<file path="src/design/satd_pkg.sv">
package satd_pkg;

  // Configuration register indexes
  localparam logic [7:0] CFG_SIZE_SELECT       = 8'd0;
  localparam logic [7:0] CFG_NAME_GAP          = 8'd1;
  localparam logic [7:0] CFG_TILE_BASE_SEGMENT = 8'd2;
  localparam logic [7:0] CFG_INTERLACE_MODE    = 8'd3;

  localparam int unsigned CFG_INDEX_W = 8;
  localparam int unsigned CFG_DATA_W  = 8;

  // Viewport limits
  localparam logic [7:0] VIEW_HEIGHT = 8'd224;
  localparam logic [8:0] LINE_WRAP   = 9'd256;

  // Size selects at or above this take the interlace height override
  localparam logic [2:0] INTERLACE_SEL_MIN = 3'd6;
  localparam logic [6:0] INTERLACE_HEIGHT  = 7'd16;

  // Sprite dimension tables, indexed by size_select
  localparam logic [6:0] SMALL_W [8] = '{7'd8, 7'd8, 7'd8, 7'd16, 7'd16, 7'd32, 7'd16, 7'd16};
  localparam logic [6:0] SMALL_H [8] = '{7'd8, 7'd8, 7'd8, 7'd16, 7'd16, 7'd32, 7'd32, 7'd32};
  localparam logic [6:0] LARGE_W [8] = '{7'd16, 7'd32, 7'd64, 7'd32, 7'd64, 7'd64, 7'd32, 7'd32};
  localparam logic [6:0] LARGE_H [8] = '{7'd16, 7'd32, 7'd64, 7'd32, 7'd64, 7'd64, 7'd64, 7'd32};

  typedef struct packed {
    logic [2:0] size_select;
    logic [1:0] name_gap;
    logic [2:0] tile_base_segment;
    logic       interlace_mode;
  } satd_cfg_t;

  typedef struct packed {
    logic [7:0] x_low;
    logic       x_high;
    logic       large_select;
    logic [7:0] y_pos;
    logic [7:0] char_number;
    logic [7:0] attr_byte;
    logic [5:0] pixel_col;
    logic [5:0] pixel_row;
  } satd_item_t;

  typedef struct packed {
    logic signed [8:0] sprite_x;
    logic [6:0]        sprite_width;
    logic [6:0]        sprite_height;
    logic [2:0]        palette_number;
    logic [1:0]        priority_level;
    logic              flip_horizontal;
    logic              flip_vertical;
    logic              on_screen;
    logic [7:0]        tile_number;
    logic [14:0]       tile_word_address;
  } satd_result_t;

endpackage

</file>
<file path="src/design/satd_cfg.sv">
module satd_cfg (
  input  logic                                clk,
  input  logic                                rst_n,
  input  logic                                cfg_valid,
  input  logic [satd_pkg::CFG_INDEX_W-1:0]    cfg_index,
  input  logic [satd_pkg::CFG_DATA_W-1:0]     cfg_data,
  output satd_pkg::satd_cfg_t                 cfg_o
);

  satd_pkg::satd_cfg_t cfg_r;
  satd_pkg::satd_cfg_t cfg_nxt;

  always_comb begin
    cfg_nxt = cfg_r;
    if (cfg_valid) begin
      case (cfg_index)
        satd_pkg::CFG_SIZE_SELECT:       cfg_nxt.size_select       = cfg_data[2:0];
        satd_pkg::CFG_NAME_GAP:          cfg_nxt.name_gap          = cfg_data[1:0];
        satd_pkg::CFG_TILE_BASE_SEGMENT: cfg_nxt.tile_base_segment = cfg_data[2:0];
        satd_pkg::CFG_INTERLACE_MODE:    cfg_nxt.interlace_mode    = cfg_data[0];
        default: cfg_nxt = cfg_r; // drop writes to unknown indexes
      endcase
    end
  end

  always_ff @(posedge clk) begin
    if (!rst_n) begin
      cfg_r <= '0;
    end else begin
      cfg_r <= cfg_nxt;
    end
  end

  assign cfg_o = cfg_r;

endmodule

</file>
<file path="src/design/satd_map.sv">
module satd_map (
  input  satd_pkg::satd_cfg_t    cfg_i,
  input  satd_pkg::satd_item_t   item_i,
  output satd_pkg::satd_result_t res_o
);

  logic [6:0]        w;
  logic [6:0]        h;
  logic [7:0]        w8;
  logic [7:0]        col8;
  logic [7:0]        row8;
  logic [7:0]        src_x;
  logic [7:0]        src_y;
  logic              hflip;
  logic              vflip;
  logic signed [9:0] x_end;
  logic [8:0]        y_end;
  logic              horiz;
  logic              vert;
  logic [3:0]        tile_row;
  logic [3:0]        tile_col;
  logic [2:0]        name_step;
  logic [14:0]       base;
  logic [14:0]       name_off;

  always_comb begin
    w = item_i.large_select ? satd_pkg::LARGE_W[cfg_i.size_select]
                            : satd_pkg::SMALL_W[cfg_i.size_select];
    h = item_i.large_select ? satd_pkg::LARGE_H[cfg_i.size_select]
                            : satd_pkg::SMALL_H[cfg_i.size_select];
    if (!item_i.large_select && cfg_i.interlace_mode &&
        (cfg_i.size_select >= satd_pkg::INTERLACE_SEL_MIN)) begin
      h = satd_pkg::INTERLACE_HEIGHT;
    end

    hflip = item_i.attr_byte[6];
    vflip = item_i.attr_byte[7];
    w8    = {1'b0, w};
    col8  = {2'b00, item_i.pixel_col};
    row8  = {2'b00, item_i.pixel_row};

    src_x = hflip ? (w8 - 8'd1 - col8) : col8;

    // Tall sprites mirror each square half separately
    if (!vflip) begin
      src_y = row8;
    end else if (w == h) begin
      src_y = {1'b0, h} - 8'd1 - row8;
    end else if (row8 < w8) begin
      src_y = w8 - 8'd1 - row8;
    end else begin
      src_y = w8 + w8 + w8 - 8'd1 - row8;
    end

    // Screen X is always below 256, so only the right edge matters
    x_end = $signed({item_i.x_high, item_i.x_high, item_i.x_low}) + $signed({3'b000, w});
    horiz = (x_end > 10'sd0);
    y_end = {1'b0, item_i.y_pos} + {2'b00, h};
    vert  = (item_i.y_pos < satd_pkg::VIEW_HEIGHT) || (y_end > satd_pkg::LINE_WRAP);

    tile_row = item_i.char_number[7:4] + src_y[6:3];
    tile_col = item_i.char_number[3:0] + src_x[6:3];

    name_step = {1'b0, cfg_i.name_gap} + 3'd1;
    base      = {cfg_i.tile_base_segment[1:0], 13'd0};
    name_off  = item_i.attr_byte[0] ? {name_step, 12'd0} : 15'd0;

    res_o.sprite_x          = $signed({item_i.x_high, item_i.x_low});
    res_o.sprite_width      = w;
    res_o.sprite_height     = h;
    res_o.palette_number    = item_i.attr_byte[3:1];
    res_o.priority_level    = item_i.attr_byte[5:4];
    res_o.flip_horizontal   = hflip;
    res_o.flip_vertical     = vflip;
    res_o.on_screen         = horiz && vert;
    res_o.tile_number       = {tile_row, tile_col};
    res_o.tile_word_address = base + name_off + {3'b000, tile_row, tile_col, 4'd0};
  end

endmodule

</file>
<file path="src/design/sprite_attribute_decode_and_tile_address.sv">
// Each transaction taken passes the input register, the decode and the result register;
// its result is then on the out_ ports for exactly one cycle with out_strobe high.
// Throughput: one transaction per cycle; busy is always low, set by the input and
// result registers around a combinational decode. The receiver cannot stall.
// Reset (rst_n low, synchronous): clears all configuration registers to zero and
// drops any transaction in flight.
module sprite_attribute_decode_and_tile_address (
  input  logic                             clk,
  input  logic                             rst_n,
  // command channel
  input  logic                             start,
  output logic                             busy,
  input  logic [7:0]                       in_x_low,
  input  logic                             in_x_high,
  input  logic                             in_large_select,
  input  logic [7:0]                       in_y_pos,
  input  logic [7:0]                       in_char_number,
  input  logic [7:0]                       in_attr_byte,
  input  logic [5:0]                       in_pixel_col,
  input  logic [5:0]                       in_pixel_row,
  // result channel
  output logic                             out_strobe,
  output logic signed [8:0]                out_sprite_x,
  output logic [6:0]                       out_sprite_width,
  output logic [6:0]                       out_sprite_height,
  output logic [2:0]                       out_palette_number,
  output logic [1:0]                       out_priority_level,
  output logic                             out_flip_horizontal,
  output logic                             out_flip_vertical,
  output logic                             out_on_screen,
  output logic [7:0]                       out_tile_number,
  output logic [14:0]                      out_tile_word_address,
  // configuration write channel
  input  logic                             cfg_valid,
  output logic                             cfg_ready,
  input  logic [satd_pkg::CFG_INDEX_W-1:0] cfg_index,
  input  logic [satd_pkg::CFG_DATA_W-1:0]  cfg_data
);

  satd_pkg::satd_cfg_t    cfg;
  satd_pkg::satd_item_t   item_r;
  satd_pkg::satd_item_t   item_nxt;
  logic                   item_valid_r;
  satd_pkg::satd_result_t res;
  satd_pkg::satd_result_t res_r;
  logic                   res_valid_r;

  // No stall source anywhere: take a transaction every cycle, and take
  // configuration writes at once.
  assign busy      = 1'b0;
  assign cfg_ready = 1'b1;

  satd_cfg u_cfg (
    .clk       (clk),
    .rst_n     (rst_n),
    .cfg_valid (cfg_valid),
    .cfg_index (cfg_index),
    .cfg_data  (cfg_data),
    .cfg_o     (cfg)
  );

  always_comb begin
    item_nxt.x_low        = in_x_low;
    item_nxt.x_high       = in_x_high;
    item_nxt.large_select = in_large_select;
    item_nxt.y_pos        = in_y_pos;
    item_nxt.char_number  = in_char_number;
    item_nxt.attr_byte    = in_attr_byte;
    item_nxt.pixel_col    = in_pixel_col;
    item_nxt.pixel_row    = in_pixel_row;
  end

  // Input stage: capture the transaction; payload needs no reset
  always_ff @(posedge clk) begin
    if (!rst_n) begin
      item_valid_r <= 1'b0;
    end else begin
      item_valid_r <= start && !busy;
    end
  end

  always_ff @(posedge clk) begin
    if (start && !busy) begin
      item_r <= item_nxt;
    end
  end

  // Decode the sprite and map the pixel in one pass
  satd_map u_map (
    .cfg_i  (cfg),
    .item_i (item_r),
    .res_o  (res)
  );

  // Result stage: present each result for one cycle only
  always_ff @(posedge clk) begin
    if (!rst_n) begin
      res_valid_r <= 1'b0;
    end else begin
      res_valid_r <= item_valid_r;
    end
  end

  always_ff @(posedge clk) begin
    if (item_valid_r) begin
      res_r <= res;
    end
  end

  assign out_strobe            = res_valid_r;
  assign out_sprite_x          = res_r.sprite_x;
  assign out_sprite_width      = res_r.sprite_width;
  assign out_sprite_height     = res_r.sprite_height;
  assign out_palette_number    = res_r.palette_number;
  assign out_priority_level    = res_r.priority_level;
  assign out_flip_horizontal   = res_r.flip_horizontal;
  assign out_flip_vertical     = res_r.flip_vertical;
  assign out_on_screen         = res_r.on_screen;
  assign out_tile_number       = res_r.tile_number;
  assign out_tile_word_address = res_r.tile_word_address;

  // Every accepted transaction yields exactly one result, through the input and result registers
  a_result_follows: assert property (@(posedge clk) disable iff (!rst_n)
    (start && !busy) |-> ##2 out_strobe)
    else $error("accepted transaction produced no result");

  a_no_spurious: assert property (@(posedge clk) disable iff (!rst_n)
    !(start && !busy) |-> ##2 !out_strobe)
    else $error("result produced without a transaction");

  // Sprite dimensions are always a power of two from 8 to 64
  a_size_legal: assert property (@(posedge clk) disable iff (!rst_n)
    out_strobe |-> ($onehot(out_sprite_width) && (out_sprite_width[2:0] == 3'b000) &&
                    $onehot(out_sprite_height) && (out_sprite_height[2:0] == 3'b000)))
    else $error("sprite size outside the size tables");

  // Tiles are 16 words each, so the address is tile aligned and its bits 11:4 hold the tile number
  a_addr_aligned: assert property (@(posedge clk) disable iff (!rst_n)
    out_strobe |-> ((out_tile_word_address[3:0] == 4'd0) &&
                    (out_tile_word_address[11:4] == out_tile_number)))
    else $error("tile address does not match tile number");

endmodule

</file>
<file path="config.mk">
export PLATFORM = sky130hd
export DESIGN_NAME = sprite_attribute_decode_and_tile_address
export DESIGN_NICKNAME = d
export VERILOG_FILES = /design/src/design/satd_pkg.sv /design/src/design/satd_cfg.sv /design/src/design/satd_map.sv /design/src/design/sprite_attribute_decode_and_tile_address.sv
export SDC_FILE = /design/constraint.sdc
export NUM_CORES = 1
export LEC_CHECK = 0
export ABC_CLOCK_PERIOD_IN_PS = 3900
export BUFFER_PORTS_ARGS = -buffer_cell sky130_fd_sc_hd__buf_2
export CAP_MARGIN = 25
export CORE_MARGIN = 1
export CORE_UTILIZATION = 25
export DETAILED_ROUTE_END_ITERATION = 16
export REMOVE_ABC_BUFFERS = 1
export SLEW_MARGIN = 40
export SYNTH_ARGS = -nofsm -noshare
export SYNTH_HDL_FRONTEND = slang
export SYNTH_SLANG_ARGS = --single-unit
</file>
<file path="constraint.sdc">
create_clock -name clk -period 3.9 [get_ports clk]
set_clock_uncertainty 0.2 [all_clocks]
set_input_delay 0.585 -clock clk [delete_from_list [all_inputs] [get_ports clk]]
set_output_delay 0.585 -clock clk [all_outputs]
set_load 0.03 [all_outputs]
</file>
==> impl_metrics.toml, run 1 <==
[outcome]
status = "completed"

[global_routing]
grt_pass1_wl_microns = 14400
first_global_vias = 2907
grt_usage_pct = 10.9
grt-ovfl-total = 0
antenna_found_initial = 0
grt_max_degree = 42

[finish]
fill_cells = 1681
drive_gt1_share_pct = 36.9
final_common_cell = "buf_2"
fin_area_sq_um = 5500
area_growth_pct = 28.1
fin_nets = 537
mostFrequentLayoutCells = "98 x buf_2, 76 x edfxtp_1, 28 x ha_1, 23 x buf_4, 21 x inv_1"
insertedDiodeCount = 0

[sta]
tightest_slew_ps = 815
slew_headroom_pct = 45.6
max_freq_mhz = 268
setup_viol = 0
worst_slack_ps = 172
fin_crit_sh_pct = 95.6
min_period_ps = 3730
hold_viol = 0
slew_viol_final = 0
rsz0062_at_grt = "false"

[cts]
cts.sinks = 86
cts_max_path_buffers = 2
cts_buffers = 9
cts.clk_slew.worst_paths_ps = 70
ctsHoldBuffers = 0
cts.htree.levels = 3
root_buffer = "clkbuf_16"
tritoncts = "built"
clock_latency_ps = 350

[die]
initial_utilization_pct = 25.7
die_h_microns = 133
die_w_microns = 133
core_sq_um = 16700
design.die.area_sq_um = 17700
row_count = 47
io_pins = 123

[placed_design]
place_ws_ps = -51.1
dp_hpwl_microns = 6700
gp_congestion = 0.784
io_buffers = 99
placedInstanceArea_sq_um = 5100

[route]
post-route-drc-count = 0
avgViaCountPerCell = 4.18
via_count = 2739
wl_microns = 8960
wire_per_inst_microns = 13.7
ant_nets = 0
first_iter_violations = 55
first_pass_iters = 4

[setup_path]
cp.required_ps = 3790
cp-startpoint = "item_r[36]"
ff2ff_path_depth = 15
startpoint_type = "flip-flop"
crit_arrival_ps = 3620
r2r-start = "item_r[36]"
rr_endpoint = "out_tile_word_address[11]"
r2r_slack_ps = 170
cp_max_fo = 4
endpoint_kind = "flip-flop"
critPathKind = "flip-flop to flip-flop"

[synthesis]
yosysTopAreaCell = "edfxtp_1"
ys_seq_area_share_pct = 57.8
synthTopCellsByArea = "edfxtp_1 53%, ha_1 8.7%, dfxtp_1 4.7%"
synthesis.area_sq_um = 4290
syn_inst = 314
synth-warning-count = 0
synth_edf_count = 76
synth.top_cell.area_share_pct = 53.2
avgSynthCellArea_sq_um = 13.7
synthFlopType = "edfxtp_1"
ys_ff_latch = 86
synth-async-reset-ratio_pct = 0
synth_cell_types = 48

[min_path]
worstHoldPathType = "primary input to flip-flop"
hold_depth = 1
worstHoldStart = "in_attr_byte[1]"
hold_end = "item_r[13]"

[power]
vdd_ir_drop_max_mv = 0.181
p_leak_nw = 2.31
pwr_density_cell_nw_per_um2 = 450

[job]
cap_violations = 0
==> what timing repair did <==
item,in CTS,in global routing
resized for setup,3,19
setup endpoints to repair,1,2
endpoints found under the hold margin,0,0
pin swaps,0,10
buffers inserted,0,0
==> registers in the layout (all words and copies together) (netlist names), 2 cells and up <==
name,flops
item_r,40
out_palette_number,3
out_priority_level,2
out_sprite_height,4
out_sprite_width,4
out_sprite_x,9
out_tile_word_address,11
u_cfg.cfg_o,8
==> synth_stat cells, types with 2 or more instances <==
cell type	number
a21oi_1	11
o21ai_0	8
xnor2_1	12
xor2_1	7
conb_1	2
nor3b_1	2
buf_2	3
and2_1	4
buf_4	21
ha_1	30
o22ai_1	3
nor4_1	2
a21o_1	6
fa_1	9
nand2b_1	3
nor2b_1	12
dfxtp_1	10
nor2_1	8
inv_1	23
edfxtp_1	76
nand3b_1	4
nor3_1	2
nand2_1	11
nand3_1	3
o21a_1	6
a211oi_1	5
mux2i_1	10
==> critical path, stage by stage (launching register included) <==
cell	delay, ps
edfxtp_1	430
buf_6	160
buf_4	140
o22ai_4	180
inv_2	60
fa_1	480
inv_1	50
ha_2	160
fa_1	440
nor3b_4	160
a211oi_2	150
o22ai_1	100
ha_1	340
a21oi_2	160
xor2_1	180
xnor2_1	80
==> layer usage <==
metal  global-route usage, %  vias up  part of all wire [%]
met5                       0        -                     0
li1                        -     1340                     -
met1                    12.3     1307                    42
met2                    18.2       78                    51
met3                    3.52       14                   5.2
met4                    5.81        0                   2.4
==> metrics by stage <==
step	utilization, %	TNS (ps)	hold WS [ps]	instances	power (mW)
3_5_place_dp	30.6	-51.1	211	641	1.60
4_1_cts	32.4	0	186	656	2.50
5_1_grt	32.9	0	181	656	2.61
3_3_place_gp	30.5	0	201	641	1.59
2_1_floorplan	-	-157	200	299	1.44
6_report	32.9	0	199	656	2.47
==> power by group <==
part	internal, mW	leakage, nW	switching, mW
Combinational	0.195	1.36	0.279
Clock	0.498	0.140	0.377
Sequential	1.09	0.812	0.0390
Total	1.78	2.31	0.694
==> how the worst max path moves through the flow <==
| stage | to | slack, ps | cells past startpoint |
|---|---|---|---|
| 6_report | out_tile_word_address[11] | 170 | 15 |
| 5_1_grt | out_tile_word_address[11] | 10 | 14 |
| 4_1_cts | out_tile_word_address[11] | 20 | 15 |
| 3_5_place_dp | out_tile_word_address[11] | -50 | 15 |
| 3_3_place_gp | out_tile_word_address[11] | 30 | 16 |
| 2_1_floorplan | out_tile_word_address[11] | -160 | 15 |
==> cell type report <==
type	instances	area, sq um	area share, %
repair buffers	122	674	12.3
well taps	220	275	5.01
clock buffers	9	225	4.10
flip-flops and latches	86	2490	45.2
clock inverters	6	70.1	1.27
inverters	23	86.3	1.57
multi-input cells	190	1680	30.6
==> logic make-up after synthesis <==
logic type,Yosys count,share of synthesized area [%]
DFF,86,57.8
muxes,11,2.59
and+or+nand+nor,59,8.43
xor gates and xnor gates,19,3.88
other,2,0.175
adders and majority gates,39,12.9
buffers and inverters,48,6.12
AOI/OAI and AO/OA,50,8.02
Note: power is estimated with default switching activity, not from simulation.
==> inputs of run 2 (changes only) <==
--- a/config.mk
+++ b/config.mk
@@ -7,12 +7,14 @@
 export LEC_CHECK = 0
 export ABC_CLOCK_PERIOD_IN_PS = 3900
 export BUFFER_PORTS_ARGS = -buffer_cell sky130_fd_sc_hd__buf_2
-export CAP_MARGIN = 25
+export CAP_MARGIN = 40
 export CORE_MARGIN = 1
 export CORE_UTILIZATION = 25
 export DETAILED_ROUTE_END_ITERATION = 16
+export PLACE_DENSITY_LB_ADDON = 0.12
 export REMOVE_ABC_BUFFERS = 1
 export SLEW_MARGIN = 40
 export SYNTH_ARGS = -nofsm -noshare
 export SYNTH_HDL_FRONTEND = slang
+export SYNTH_HIERARCHICAL = 1
 export SYNTH_SLANG_ARGS = --single-unit
==> run 2 against run 1 <==
Area after synthesis rose by 15%. Wire length increased by 3.3%. Highest routed layer is now met5. Sequential power up 21%. Synthesized cell count is 8.6% higher. Clock-buffer cell count stayed put. Sequential share of layout area is 5.5 points higher. Final cell count is 8.4% higher. Combinational power shrank 4.7%. Global-route usage shrank 1.1 points. Via count rose by 1.6%. Sequential cell count rose by 18.
==> impl_metrics.toml, run 2 <==
[outcome]
status = "completed"

[route]
first_pass_iters = 4
ant_nets = 0
avgViaCountPerCell = 3.91
via_count = 2783
first_iter_violations = 114
wl_microns = 9250
wire_per_inst_microns = 13.0
post-route-drc-count = 0

[setup_path]
cp_max_fo = 4
cp.required_ps = 3790
startpoint_type = "flip-flop"
ff2ff_path_depth = 15
critPathKind = "flip-flop to flip-flop"
crit_arrival_ps = 3560
endpoint_kind = "flip-flop"
crit_slowest_cell = "fa_1"
slowest_delay_ps = 590
crit_chain = "and2_2 -> buf_4 -> a21oi_1 -> o21a_2 -> fa_1 -> inv_1 -> ha_2 -> fa_1 -> mux2i_1 -> a21oi_1 -> o21bai_4 -> ha_4 -> a21oi_2 -> xor2_1 -> xnor2_1"

[cts]
root_buffer = "clkbuf_16"
cts_buffers = 9
tritoncts = "built"
ctsHoldBuffers = 0
clock_latency_ps = 350
cts_max_path_buffers = 2
cts.clk_slew.worst_paths_ps = 70
cts.sinks = 104
cts.htree.levels = 3

[sta]
fin_tns_setup_ps = 0
hold_viol = 0
setup_viol = 0
min_period_ps = 3670
max_freq_mhz = 273
whs_ps = 203
tightest_slew_ps = 662
slew_viol_final = 0
slew_headroom_pct = 55.9
fin_crit_sh_pct = 94.0
rsz0062_at_grt = "false"

[power]
pwr_density_cell_nw_per_um2 = 448
vdd_ir_drop_max_mv = 0.206
power_mw = 2.67
p_seq_share_pct = 51.1
p_leak_nw = 2.46
p_comb_share_pct = 16.9
p_int_mw = 1.94
swShare_pct = 27.3
clockPowerShare_pct = 32.0
switchingPower_uw = 730

[finish]
fin_nets = 551
area_growth_pct = 21.4
largest_register_ffs = 40
drive_gt1_share_pct = 36.8
top_register = "item_r"
mostFrequentLayoutCells = "108 x buf_2, 94 x edfxtp_1, 29 x ha_1, 19 x inv_1, 17 x buf_4"
utilization_pct = 31.4
final_common_cell = "buf_2"
insertedDiodeCount = 0

[global_routing]
grt-ovfl-total = 0
antenna_found_initial = 1
grt_pass1_wl_microns = 14700
grt_max_degree = 47
first_global_vias = 2845
grt_usage_pct = 9.79

[placed_design]
gp_congestion = 0.694
io_buffers = 109
dp_hpwl_microns = 6760

[min_path]
worstHoldPathType = "primary input to flip-flop"
hold_depth = 1

[die]
row_count = 50
core_sq_um = 19000
design.die.area_sq_um = 20200
die_w_microns = 142
initial_utilization_pct = 25.9
io_pins = 123
die_h_microns = 142

[synthesis]
synthesis.area_sq_um = 4920
synth-warning-count = 6
syn_inst = 341
avgSynthCellArea_sq_um = 14.4

[job]
cap_violations = 0
-- run 2: per-stage QoR --
step           cell area (sq um)  cells  worst slack (ps)
2_1_floorplan               4650    310               162
3_3_place_gp                5630    693              19.7
3_5_place_dp                5640    693              49.2
4_1_cts                     5920    709              39.5
5_1_grt                     5970    711              7.62
6_report                    5970    711               233
-- run 2: area by class of cell --
cell class              instances  area, sq um
clock buffers                   9          225
clock inverters                 7         55.1
fillers                      1962        13000
inverters                      19         71.3
multi-input cells             187         1600
flip-flops and latches        104         3030
well taps                     260          325
repair buffers                125          668
-- run 2: critical path: cells and delay by family, from the launching register on --
kind	cells	cell delay, ps
compound gates	5	720
xor+xnor	2	260
fa+ha+maj	4	1430
buf+inv	2	180
flops	1	320
mux	1	150
simple gates	1	150
-- run 2: power by group through the flow --
stage / combinational [mW] / sequential [mW] / clock, mW
after floorplan: 0.196 / 1.49 / 0
after global placement: 0.441 / 1.39 / 0
after detailed placement: 0.446 / 1.39 / 0
after CTS: 0.448 / 1.37 / 0.900
after global routing: 0.508 / 1.38 / 0.943
final: 0.451 / 1.37 / 0.857
-- run 2: per-layer routing --
layer / up-vias / track usage [%] / share of wire [%]
met5: - / 0 / 0.14
met4: 2 / 4.07 / 1.4
met3: 11 / 3.20 / 4.9
met2: 66 / 15.6 / 48
met1: 1308 / 12.2 / 46
li1: 1396 / - / -
-- run 2: timing repair --
item,4_1_cts,5_1_grt
buffers inserted,0,2
setup endpoints to repair,0,4
gates resized for setup,0,11
-- run 2: path summary, 6_finish.rpt --
path | start | end | slack (ps)
setup reg to reg | u_cfg/cfg_o[7] | out_tile_number[7] | 230
hold reg to reg | item_r[14] | out_palette_number[1] | 220
setup / recovery | u_cfg/cfg_o[7] | out_tile_number[7] | 230
hold / removal | in_x_low[0] | item_r[38] | 200
==> inputs of run 3 (changes only) <==
==> constraint.sdc (replaced) <==
create_clock -name clk -period 3.9 [get_ports clk]
set_clock_uncertainty 0.2 [all_clocks]
set_input_delay 0.195 -clock clk [delete_from_list [all_inputs] [get_ports clk]]
set_output_delay 0.195 -clock clk [all_outputs]
set_load 0.03 [all_outputs]
==> run 3 against run 2 <==
Fmax fell by 0.32%. Sequential power is essentially flat. Final cell count grew 6.0%. Global-route usage increased by 0.21 points. Non-clock buffer count grew 43. Via count is 5.9% higher. Design area increased by 7.1%. Worst hold slack worse by 190 ps. Largest power group unchanged.
==> impl_metrics.toml, run 3 (synthesis results as in run 2) <==
[outcome]
status = "completed"

[finish]
mostFrequentLayoutCells = "108 x buf_2, 94 x edfxtp_1, 46 x dlygate4sd3_1, 31 x ha_1, 19 x inv_1"
fill_cells = 1964
top_register = "item_r"
final_common_cell = "buf_2"
insertedDiodeCount = 0
drive_gt1_share_pct = 31.8
area_growth_pct = 30.0
fin_nets = 594
fin_area_sq_um = 6400
largest_register_ffs = 40
stdcell_count = 754

[sta]
fin_tns_setup_ps = 0
slew_viol_final = 0
setup_viol = 0
fin_crit_sh_pct = 94.3
slew_headroom_pct = 55.4
hold_viol = 0
min_period_ps = 3680
max_freq_mhz = 272
tightest_slew_ps = 669
rsz0062_at_grt = "false"
whs_ps = 9.25

[setup_path]
startpoint_type = "flip-flop"
rr_endpoint = "out_tile_word_address[11]"
ff2ff_path_depth = 15
r2r_slack_ps = 220
endpoint_kind = "flip-flop"
cp_max_fo = 9
crit_arrival_ps = 3570
critPathKind = "flip-flop to flip-flop"
cp.required_ps = 3790
r2r-start = "u_cfg/cfg_o[7]"

[placed_design]
placedInstanceArea_sq_um = 5630
dp_hpwl_microns = 6790
io_buffers = 109
post-place-cells = 692
gp_congestion = 0.670

[global_routing]
grt_max_degree = 47
grt_pass1_wl_microns = 14900
grt-ovfl-total = 0
grt_usage_pct = 10.0
first_global_vias = 3015
antenna_found_initial = 0

[die]
die_w_microns = 142
core_sq_um = 19000
io_pins = 123
design.die.area_sq_um = 20200
die_h_microns = 142
initial_utilization_pct = 25.9
row_count = 50

[min_path]
hold_end = "u_cfg/cfg_o[1]"
worstHoldStart = "cfg_data[0]"
worstHoldPathType = "primary input to flip-flop"
hold_depth = 3

[power]
pwr_density_cell_nw_per_um2 = 430
vdd_ir_drop_max_mv = 0.207
p_leak_nw = 2.63
power_mw = 2.75

[route]
wire_per_inst_microns = 12.6
avgViaCountPerCell = 3.91
ant_nets = 0
first_pass_iters = 3
wl_microns = 9510
first_iter_violations = 62
post-route-drc-count = 0
via_count = 2947

[job]
cap_violations = 0

[cts]
cts.sinks = 104
cts_buffers = 9
tritoncts = "built"
cts.clk_slew.worst_paths_ps = 70
clock_latency_ps = 350
postCtsSetupBuffers = 0
cts_max_path_buffers = 2
cts.htree.levels = 3
root_buffer = "clkbuf_16"
run 3: cell count changes in the layout (fill, tap and decap cells not counted), sizes merged:
cell / change
buf: -3
clkinv: -2
inv: -1
clkbuf: +1
dlygate4sd3: +46
clkinvlp: +1
bufinv: +1
run 3: critical path, stage by stage (launching register included):
cell      delay [ps]
dfxtp_1          310
buf_4            150
nor2_1           150
nand3b_1         110
o21a_2           170
fa_1             530
inv_1             50
ha_1             180
fa_1             430
mux2i_1          150
a21oi_1           80
o21bai_1         170
ha_1             320
a21oi_2          140
xor2_1           180
xnor2_1          110
run 3: layout make-up:
class	instances	area [sq um]	area share, %
clock inverter	6	68.8	1.08
inverter	19	71.3	1.12
timing repair buffer	168	1110	17.3
multi-input combinational	187	1570	24.5
clock buffer	10	229	3.58
sequential	104	3030	47.3
tap	260	325	5.09
run 3: per-layer routing:
metal | track usage [%] | up-vias | part of all wire, %
met2 | 16.0 | 70 | 49
met5 | 0 | - | 0
met4 | 5.43 | 0 | 2.0
li1 | - | 1484 | -
met3 | 2.36 | 13 | 4.0
met1 | 12.4 | 1380 | 45
run 3: per-stage QoR:
step                utilization (%)  setup slack [ps]
CTS                            33.6              79.5
floorplan                         -               162
global placement               29.6               109
global route                   33.6              16.9
detailed placement             29.6              92.4
finish                         33.6               221
run 3: repair_timing:
item                       4_1_cts  5_1_grt
hold endpoints to repair        46        0
setup endpoints to repair        0        4
gates resized for setup          0        3
hold buffers                    46        0
run 3: worst max path at each step:
stage	start	end	slack, ps
3_3_place_gp	u_cfg/cfg_o[6]	out_tile_word_address[11]	110
5_1_grt	u_cfg/cfg_o[7]	out_tile_word_address[11]	20
3_5_place_dp	u_cfg/cfg_o[6]	out_tile_word_address[11]	90
4_1_cts	u_cfg/cfg_o[6]	out_tile_number[7]	80
2_1_floorplan	u_cfg/cfg_o[6]	out_tile_number[7]	160
6_report	u_cfg/cfg_o[7]	out_tile_word_address[11]	220
run 3: report_power, final:
group,switching (mW),total (mW),internal [mW]
sequential,0.0396,1.37,1.33
clock,0.405,0.907,0.501
combinational,0.278,0.477,0.200
total,0.723,2.75,2.03
